<file path="config.mk">
export PLATFORM = sky130hd
export DESIGN_NAME = ansi_color_escape_filter
export DESIGN_NICKNAME = d
export VERILOG_FILES = /design/src/design/ace_pkg.sv /design/src/design/ace_parser.sv /design/src/design/ansi_color_escape_filter.sv
export SDC_FILE = /design/constraint.sdc
export NUM_CORES = 1
export LEC_CHECK = 0
export BUFFER_PORTS_ARGS = -buffer_cell sky130_fd_sc_hd__buf_2
export CAP_MARGIN = 20
export CORE_MARGIN = 1
export CORE_UTILIZATION = 59
export DETAILED_ROUTE_END_ITERATION = 12
export GPL_TIMING_DRIVEN = 1
export PLACE_DENSITY = 0.91
export SLEW_MARGIN = 20
export SYNTH_ARGS = -nofsm -noshare
export SYNTH_HDL_FRONTEND = slang
export SYNTH_HIERARCHICAL = 1
export SYNTH_SLANG_ARGS = --single-unit
</file>
<file path="constraint.sdc">
create_clock -name clock -period 3.65 [get_ports clock]
set_input_delay 0.1825 -clock clock [delete_from_list [all_inputs] [get_ports clock]]
set_output_delay 0.1825 -clock clock [all_outputs]
set_load 0.005 [all_outputs]
</file>
<file path="src/design/ace_pkg.sv">
`timescale 1ns / 1ps
`default_nettype none

package ace_pkg;

   localparam logic [7:0] CH_ESC      = 8'h1B;
   localparam logic [7:0] CH_LBRACKET = 8'h5B;
   localparam logic [7:0] CH_SEMI     = 8'h3B;
   localparam logic [7:0] CH_M        = 8'h6D;
   localparam logic [7:0] CH_ZERO     = 8'h30;
   localparam logic [7:0] CH_NINE     = 8'h39;
   localparam logic [7:0] PARAM_MAX   = 8'd255;
   localparam logic [7:0] BASE_COLOR_RESET = 8'h07;

   localparam logic [7:0] FG_LO    = 8'd30;
   localparam logic [7:0] FG_HI    = 8'd37;
   localparam logic [7:0] FG_BR_LO = 8'd90;
   localparam logic [7:0] FG_BR_HI = 8'd97;
   localparam logic [7:0] BG_LO    = 8'd40;
   localparam logic [7:0] BG_HI    = 8'd47;
   localparam logic [7:0] BG_BR_LO = 8'd100;
   localparam logic [7:0] BG_BR_HI = 8'd107;

   localparam logic       KIND_CHAR  = 1'b0;
   localparam logic       KIND_COLOR = 1'b1;

   typedef enum logic [1:0] {
      MODE_NORMAL = 2'd0,
      MODE_ESC    = 2'd1,
      MODE_SEQ    = 2'd2,
      MODE_RAW    = 2'd3
   } parse_mode_type;

   typedef struct packed {
      parse_mode_type mode;
      logic [7:0]     param_value;
      logic           digits_seen;
      logic [3:0]     pending_fg;
      logic [3:0]     pending_bg;
   } parse_state_type;

   typedef struct packed {
      logic       emit;
      logic       kind;
      logic [7:0] char_out;
      logic [3:0] fg_color;
      logic [3:0] bg_color;
   } result_type;

   typedef struct packed {
      logic [3:0] fg;
      logic [3:0] bg;
   } color_pair_type;

   // Fold one finished SGR code into the pending colors; unknown codes leave them.
   function automatic color_pair_type apply_code(input logic [7:0] n,
                                                 input color_pair_type cur);
      color_pair_type res;
      logic [7:0]     diff;
      res  = cur;
      diff = 8'd0;
      if (n inside {[FG_LO:FG_HI]}) begin
         diff   = n - FG_LO;
         res.fg = diff[3:0];
      end else if (n inside {[FG_BR_LO:FG_BR_HI]}) begin
         diff   = n - FG_BR_LO + 8'd8;
         res.fg = diff[3:0];
      end else if (n inside {[BG_LO:BG_HI]}) begin
         diff   = n - BG_LO;
         res.bg = diff[3:0];
      end else if (n inside {[BG_BR_LO:BG_BR_HI]}) begin
         diff   = n - BG_BR_LO + 8'd8;
         res.bg = diff[3:0];
      end
      return res;
   endfunction

endpackage

`default_nettype wire

</file>
<file path="src/design/ace_parser.sv">
`timescale 1ns / 1ps
`default_nettype none

module ace_parser import ace_pkg::*; (
   input  wire parse_state_type state,
   input  wire logic [7:0]      char_code,
   input  wire logic            end_of_text,
   input  wire logic [7:0]      base_color,
   output parse_state_type      next_state,
   output result_type           result
);

   color_pair_type cur_pair;
   color_pair_type new_pair;
   logic [11:0]    acc_wide;
   logic [7:0]     digit;

   assign cur_pair = '{fg: state.pending_fg, bg: state.pending_bg};
   assign new_pair = apply_code(state.param_value, cur_pair);
   assign digit    = char_code - CH_ZERO;
   // value * 10 + digit as shifts, wide enough not to wrap before saturation
   assign acc_wide = {1'b0, state.param_value, 3'b000}
                   + {3'b000, state.param_value, 1'b0}
                   + {8'd0, digit[3:0]};

   always_comb begin
      next_state      = state;
      result.emit     = 1'b0;
      result.kind     = KIND_CHAR;
      result.char_out = char_code;
      result.fg_color = 4'd0;
      result.bg_color = 4'd0;

      case (state.mode)
         MODE_NORMAL: begin
            if (char_code == CH_ESC) begin
               next_state.mode = MODE_ESC;
            end else begin
               result.emit = 1'b1;
            end
         end
         MODE_ESC: begin
            if (char_code == CH_LBRACKET) begin
               next_state.mode        = MODE_SEQ;
               next_state.param_value = 8'd0;
               next_state.digits_seen = 1'b0;
               next_state.pending_fg  = base_color[3:0];
               next_state.pending_bg  = base_color[7:4];
            end else begin
               next_state.mode = MODE_NORMAL;
               result.emit     = 1'b1;
            end
         end
         MODE_SEQ: begin
            if (char_code inside {[CH_ZERO:CH_NINE]}) begin
               next_state.param_value = (acc_wide > 12'(PARAM_MAX)) ? PARAM_MAX
                                                                    : acc_wide[7:0];
               next_state.digits_seen = 1'b1;
            end else if (char_code == CH_SEMI) begin
               next_state.pending_fg  = new_pair.fg;
               next_state.pending_bg  = new_pair.bg;
               next_state.param_value = 8'd0;
               next_state.digits_seen = 1'b0;
            end else if (char_code == CH_M) begin
               if (state.digits_seen) begin
                  next_state.pending_fg = new_pair.fg;
                  next_state.pending_bg = new_pair.bg;
                  next_state.mode       = MODE_NORMAL;
                  result.emit           = 1'b1;
                  result.kind           = KIND_COLOR;
                  result.char_out       = 8'd0;
                  result.fg_color       = new_pair.fg;
                  result.bg_color       = new_pair.bg;
               end else begin
                  next_state.mode = MODE_RAW;
               end
               next_state.param_value = 8'd0;
               next_state.digits_seen = 1'b0;
            end
         end
         default: begin
            next_state.mode = MODE_NORMAL;
            result.emit     = 1'b1;
         end
      endcase

      // drop anything left open at the end of the text
      if (end_of_text) begin
         next_state.mode        = MODE_NORMAL;
         next_state.param_value = 8'd0;
         next_state.digits_seen = 1'b0;
         next_state.pending_fg  = 4'd0;
         next_state.pending_bg  = 4'd0;
      end
   end

endmodule

`default_nettype wire

</file>
<file path="src/design/ansi_color_escape_filter.sv">
// An accepted word waits in the input register, passes the parser and is registered
// in the result register for rsp_. Throughput: one word per cycle while rsp_stall is
// low; input register and parser state update together, result register holds one word.
// Reset (synchronous, active high): parser back to normal mode, pending colors and
// accumulator cleared, base color set to 7, both pipeline stages empty.
`timescale 1ns / 1ps
`default_nettype none

module ansi_color_escape_filter import ace_pkg::*; (
   input  wire logic       clock,
   input  wire logic       reset,
   // input character stream
   input  wire logic       req_valid,
   output logic            req_stall,
   input  wire logic [7:0] req_char_code,
   input  wire logic       req_end_of_text,
   // display command stream
   output logic            rsp_valid,
   input  wire logic       rsp_stall,
   output logic            rsp_kind,
   output logic [7:0]      rsp_char_out,
   output logic [3:0]      rsp_fg_color,
   output logic [3:0]      rsp_bg_color,
   // base color register
   input  wire logic       csr_wr_en,
   input  wire logic [7:0] csr_wr_data
);

   // Base color register: low nibble foreground, high nibble background.
   logic [7:0] base_color_ff;

   // Input register: one captured word waiting for the parser.
   logic       in_valid_ff;
   logic [7:0] in_char_ff;
   logic       in_last_ff;

   // Parser state, updated only when the captured word advances.
   parse_state_type state_ff;
   parse_state_type state_in;

   // Result register.
   result_type result_in;
   logic       out_valid_ff;
   logic       out_kind_ff;
   logic [7:0] out_char_ff;
   logic [3:0] out_fg_ff;
   logic [3:0] out_bg_ff;

   logic out_free;
   logic advance;
   logic in_load;

   // The result register can take a word when empty or being drained this cycle.
   assign out_free  = !out_valid_ff || !rsp_stall;
   // The captured word moves through the parser when the result side has room.
   assign advance   = in_valid_ff && out_free;
   // Refill the input register whenever it is empty or emptying.
   assign req_stall = in_valid_ff && !out_free;
   assign in_load   = req_valid && !req_stall;

   ace_parser u_parser (
      .state       (state_ff),
      .char_code   (in_char_ff),
      .end_of_text (in_last_ff),
      .base_color  (base_color_ff),
      .next_state  (state_in),
      .result      (result_in)
   );

   always_ff @(posedge clock) begin
      if (reset) begin
         base_color_ff <= BASE_COLOR_RESET;
      end else if (csr_wr_en) begin
         base_color_ff <= csr_wr_data;
      end
   end

   // Input stage: hold while the parser cannot advance.
   always_ff @(posedge clock) begin
      if (reset) begin
         in_valid_ff <= 1'b0;
      end else if (in_load) begin
         in_valid_ff <= 1'b1;
      end else if (advance) begin
         in_valid_ff <= 1'b0;
      end
   end

   always_ff @(posedge clock) begin
      if (in_load) begin
         in_char_ff <= req_char_code;
         in_last_ff <= req_end_of_text;
      end
   end

   // Parser state: advance with each consumed word.
   always_ff @(posedge clock) begin
      if (reset) begin
         state_ff <= '{mode: MODE_NORMAL, param_value: 8'd0, digits_seen: 1'b0,
                       pending_fg: 4'd0, pending_bg: 4'd0};
      end else if (advance) begin
         state_ff <= state_in;
      end
   end

   // Result stage: a consumed word that produces nothing leaves the register empty.
   always_ff @(posedge clock) begin
      if (reset) begin
         out_valid_ff <= 1'b0;
      end else if (out_free) begin
         out_valid_ff <= advance && result_in.emit;
      end
   end

   always_ff @(posedge clock) begin
      if (advance && out_free) begin
         out_kind_ff <= result_in.kind;
         out_char_ff <= result_in.char_out;
         out_fg_ff   <= result_in.fg_color;
         out_bg_ff   <= result_in.bg_color;
      end
   end

   assign rsp_valid    = out_valid_ff;
   assign rsp_kind     = out_kind_ff;
   assign rsp_char_out = out_char_ff;
   assign rsp_fg_color = out_fg_ff;
   assign rsp_bg_color = out_bg_ff;

endmodule

`default_nettype wire
</file>
## Word-level counts from Yosys, hierarchy flattened

Cells that the tools add are included.
W data, S select, Z words.

| word-level totals | value |
|---|---|
| register bits after elaboration | 55 |
| output and inout bits | 19 |
| logic and storage cells | 105 |

| operators by class | value |
|---|---|
| add/sub/neg operators | 9 |
| $lt $le $gt $ge | 11 |
| eq/ne operators | 14 |
| mux-type cells | 31 |
| bitwise operators | 3 |
| reduce and logical (&&, ||, !) cells | 23 |

Operator list:

| kind | number |
|---|---|
| $mux W18 | 4 |
| $mux W19 | 2 |
| $mux W17 | 2 |
| $pmux W17 S2 | 1 |
| $le A8 B6 Y1 const B | 3 |
| $mux W4 | 6 |
| $mux W8 | 3 |
| $eq A8 B7 Y1 const B | 2 |
| $ge A8 B6 Y1 const B | 2 |
| $ge A8 B7 Y1 const B | 2 |
| $le A8 B7 Y1 const B | 2 |
| $mux W16 | 1 |
| $add A11 B9 Y12 | 1 |
| $add A12 B4 Y12 | 1 |
| $gt A12 B8 Y1 const B | 1 |
| $sub A4 B4 Y4 const B | 3 |
| $logic_and A1 B1 Y1 | 10 |
| $mux W2 | 5 |
| $mux W9 | 1 |
| $ne A3 B2 Y1 const B | 3 |
| $add A4 B4 Y4 const B | 2 |
| $eq A8 B5 Y1 const B | 1 |
| $eq A8 B6 Y1 const B | 1 |
| $ge A8 B5 Y1 const B | 1 |
| 22 further kinds | 31 |

## Logic depth before layout (Yosys ltp)

| logic depth | value |
|---|---|
| depth after elaboration | 12 |
| gate-level depth with buffers | 11 |

## By module

Netlist, hierarchy kept.

By module, submodules not included:

| module | times used | cells an instance | area an instance (um^2) | seq. area each (um^2) |
|---|---|---|---|---|
| ansi_color_escape_filter | 1 | 144 | 2,024.4 | 1,361.3 |
| ace_parser | 1 | 242 | 1,788.0 | 0.0 |

## Worst setup path after synthesis

OpenSTA, ideal clock, no wires.

| timing | value |
|---|---|
| path type | register to register |
| start point | register state_ff[11] (netlist bit) |
| end point | register state_ff[13] (netlist bit) |
| library setup time | 72 ps |
| arrival time | 2,582 ps |
| setup slack | 997 ps |
| stages on the path, launching flop included | 11 |
| path buffers | 0 |
| cells stage by stage | dfxtp_1 -> fa_1 -> fa_1 -> a21o_1 -> a21oi_1 -> o211ai_1 -> nand4_1 -> nor3_1 -> o32ai_1 -> nand2b_1 -> mux2i_1 |

RTL lines:

| what | RTL line | source |
|---|---|---|
| from (decl) | ansi_color_escape_filter.sv:38 | `parse_state_type state_ff;` |
| from (signal assigned) | ansi_color_escape_filter.sv:99 | `state_ff <= '{mode: MODE_NORMAL, param_value: 8'd0, digits_seen: 1'b0,` |
| from (signal assigned) | ansi_color_escape_filter.sv:102 | `state_ff <= state_in;` |

==> results by group <==
Floorplan
  • Initial Util: 0.6290
  • Die Y: 82.39 µm
  • # IOs: 41
  • Rows: 28
  • Die W: 82.39 µm
  • Core Area: 6061 µm²
  • Die Area: 6787 µm²

Power and ir drop
  • P_leak: 0.001489 µW
  • Power Density: 276.6 nW/µm²
  • Worst vdd ir: 264.8 µV

Logic synthesis
  • Post-Synth XOR/XNOR Area: 0.01149
  • Leading post-synthesis cells by cell area: edfxtp_1 (20%), dfxtp_1 (15%), ha_1 (8.5%)
  • Gate Count Post-Synth: 386
  • Seq/Total Area, Yosys: 0.3571
  • Synth cell types: 74
  • Most numerous cell in the Yosys netlist: nand2b_1
  • Synth Register Bits: 55
  • Largest family of logic cells by synthesized area: simple AND/OR/NAND/NOR gates
  • Asr flop ratio synth: 0
  • Post-synthesis simple-gate area fraction: 0.2199
  • Largest area contributor in the synthesized netlist: edfxtp_1
  • Post-synth EDFFs: 26
  • Ys Warns: 6
  • Top-area cell type share of the netlist area: 0.2048
  • Mean Syn Cell Area: 9.877 µm²
  • Net Count, Synth: 436
  • Proportion of synthesized area in mux cells: 0.08303
  • Post-synth top cells: nand2b_1 (43), dfxtp_1 (29), mux2i_1 (29)
  • Cell Area, Synth: 3812 µm²
  • Synth Area in Adders: 0.09583
  • Post-synth top flop: dfxtp_1
  • Compound-Gate Fraction of Synth Area: 0.1667

Setup path
  • Slowest CP cell: dfxtp_1
  • WP data arrival: 3.44 ns
  • Worst path max stage delay: 0.68 ns
  • Reg2Reg Setup Slack: 0.46 ns
  • Most frequent CP cell: ha_1
  • CP required: 3.90 ns
  • CP Launch Type: flop
  • CP cell instances: ha_1 > ha_1 > fa_1 > a21o_1 > a21oi_1 > o211ai_1 > nand4_1 > nor3_1 > o32ai_1 > nand2b_1 > mux2i_1
  • CP max FO: 15
  • Kind of end point of the critical path: flop
  • CP Class: reg -> reg

Clocking
  • Clk buf depth: 2
  • Hold_buf cts: 0
  • Root buffer cell: clkbuf_8
  • CTS buffer count: 5
  • CTS tree: built
  • Post-CTS setup buffer count: 0
  • # H-tree levels: 2
  • Count of cells resized by post-cts repair: 0
  • CTS clk-pin slew, worst paths: 0.10 ns
  • Clock latency on the worst-skew pair: 0.32 ns
  • CTS sink cnt: 55

STA
  • RSZ-0062 raised after global routing: false
  • Slew HR: 0.3273
  • Final Skew: 0.01572 ns
  • Final Hold Vio Count: 0
  • Worst Tran Pin Value: 1.001 ns
  • Fin crit share: 0.8744
  • Min cycle time layout: 3.192 ns
  • Fmax: 313.3 MHz
  • Final Max Slew Viols: 0
  • Final setup TNS: 0 ns
  • Finish-stage setup viols: 0

Run status
  • Status: finished, final reports clean

Routing
  • Initial DRT Pass Iterations: 5
  • Routed vias/inst: 6.375
  • Via count: 3130
  • Wire per inst: 16.89 µm
  • DR DRC count: 0
  • Antenna Nets Post-Route: 0
  • Iteration-0 DRC Markers: 348
  • Final WL: 8292 µm

Placed design
  • Final RePlAce weighted congestion: 0.8891
  • HPWL after DPL: 5931 µm
  • Port-buffer cells: 40

Finish
  • Final nets: 465
  • Area occupied by registers: 1361 µm²
  • Multi-input gate area: 2200 µm²
  • Area grow syn2layout: 6.170%
  • Ant diodes: 0
  • Fillers: 455
  • Post-layout util: 0.6678
  • Share of layout cells above drive strength 1: 0.1803

Run
  • Max-cap viol count: 0

Global route
  • Initial antenna violation count: 0
  • Vias in the first global route: 3057
  • Overflow after GRT: 0
  • All-Layer GR Usage: 0.2645
  • Largest net degree at the start of global routing: 49
  • Global-route wire length before repair: 13790 µm

Hold path
  • Hold Path Class: in -> reg
worst max-delay path, delay by kind of cell, from the launching register on:
kind | cells | cell delay, ns
adder cells (fa/ha/maj) | 3 | 0.98
flip-flops | 1 | 0.68
multiplexers | 1 | 0.14
AO/OA/AOI/OAI | 4 | 0.83
AND/OR/NAND/NOR | 3 | 0.47
routing by layer:
layer / global-route usage / part of all wire / vias up
met5: 0 / 0 / -
met4: 0.1175 / 0.026 / 0
met3: 0.05934 / 0.061 / 25
met2: 0.4446 / 0.49 / 136
met1: 0.3223 / 0.43 / 1502
li1: - / - / 1467
layout make-up:
class,instances,share of cell area
tap,75,0.02318
multi-input combinational,287,0.5434
sequential,55,0.3363
clock buffer,5,0.01700
clock inverter,3,0.005564
timing repair buffer,41,0.05131
inverter,25,0.02318
sequential cells by signal (all words and copies together) (netlist names):
| name | count |
|---|---|
| base_color_ff | 8 |
| in_char_ff | 8 |
| in_last_ff | 1 |
| in_valid_ff | 1 |
| rsp_bg_color | 4 |
| rsp_char_out | 8 |
| rsp_fg_color | 4 |
| rsp_kind | 1 |
| rsp_valid | 1 |
| state_ff | 19 |
layout by cell type, fill, tap and decap left out, types with 3 or more instances in the layout:
master,count
edfxtp_1,26
xnor2_1,3
a22oi_1,4
ha_1,26
dfxtp_1,29
nor2_1,22
buf_2,40
or3_1,3
and2_1,4
nor2b_1,4
nand3_1,6
a32oi_1,3
nor4_1,3
o211ai_1,3
nand2b_1,43
mux2i_1,29
inv_1,25
clkbuf_8,5
o22ai_1,3
a31oi_1,4
o32ai_1,10
a211o_1,3
a211oi_1,4
nand2_1,19
o21ai_0,9
nor3_1,15
a21oi_1,19
stage by stage:
step	hold slack [ns]	worst slack (ns)	instance area [µm²]	total power [µW]	instances
after global routing	0.02402	0.2094	4048	1156	491
after global placement	0.3588	0.7130	3956	776.5	483
after floorplan	0.2814	0.9967	3812	753.3	386
after CTS	0.03167	0.4811	4048	1125	491
final	0.03608	0.4584	4048	1119	491
after detailed placement	0.3606	0.5471	3956	780.4	483
kinds of logic (layout without fill, tap and decap cells):
group           count (synthesis)  after routing
compound gates                 83             83
xor+xnor                        5              5
fa+ha+maj                      28             28
buf+inv                        44             74
flops                          55             55
mux                            31             31
simple gates                  140            140
worst paths after layout:
| path | end | from | cells past startpoint |
|---|---|---|---|
| min | in_char_ff[5] | req_char_code[5] | 1 |
| max | state_ff[10] | state_ff[10] | 11 |
| min reg2reg | rsp_char_out[7] | in_char_ff[7] | 0 |
| max reg2reg | state_ff[10] | state_ff[10] | 11 |
where the power goes:
part | switching, µW | total [µW] | internal (µW)
combinational | 41.2 | 80.9 | 39.7
clock | 213 | 352 | 140
sequential | 17.9 | 686 | 668
(Power assumes the default switching activity.)
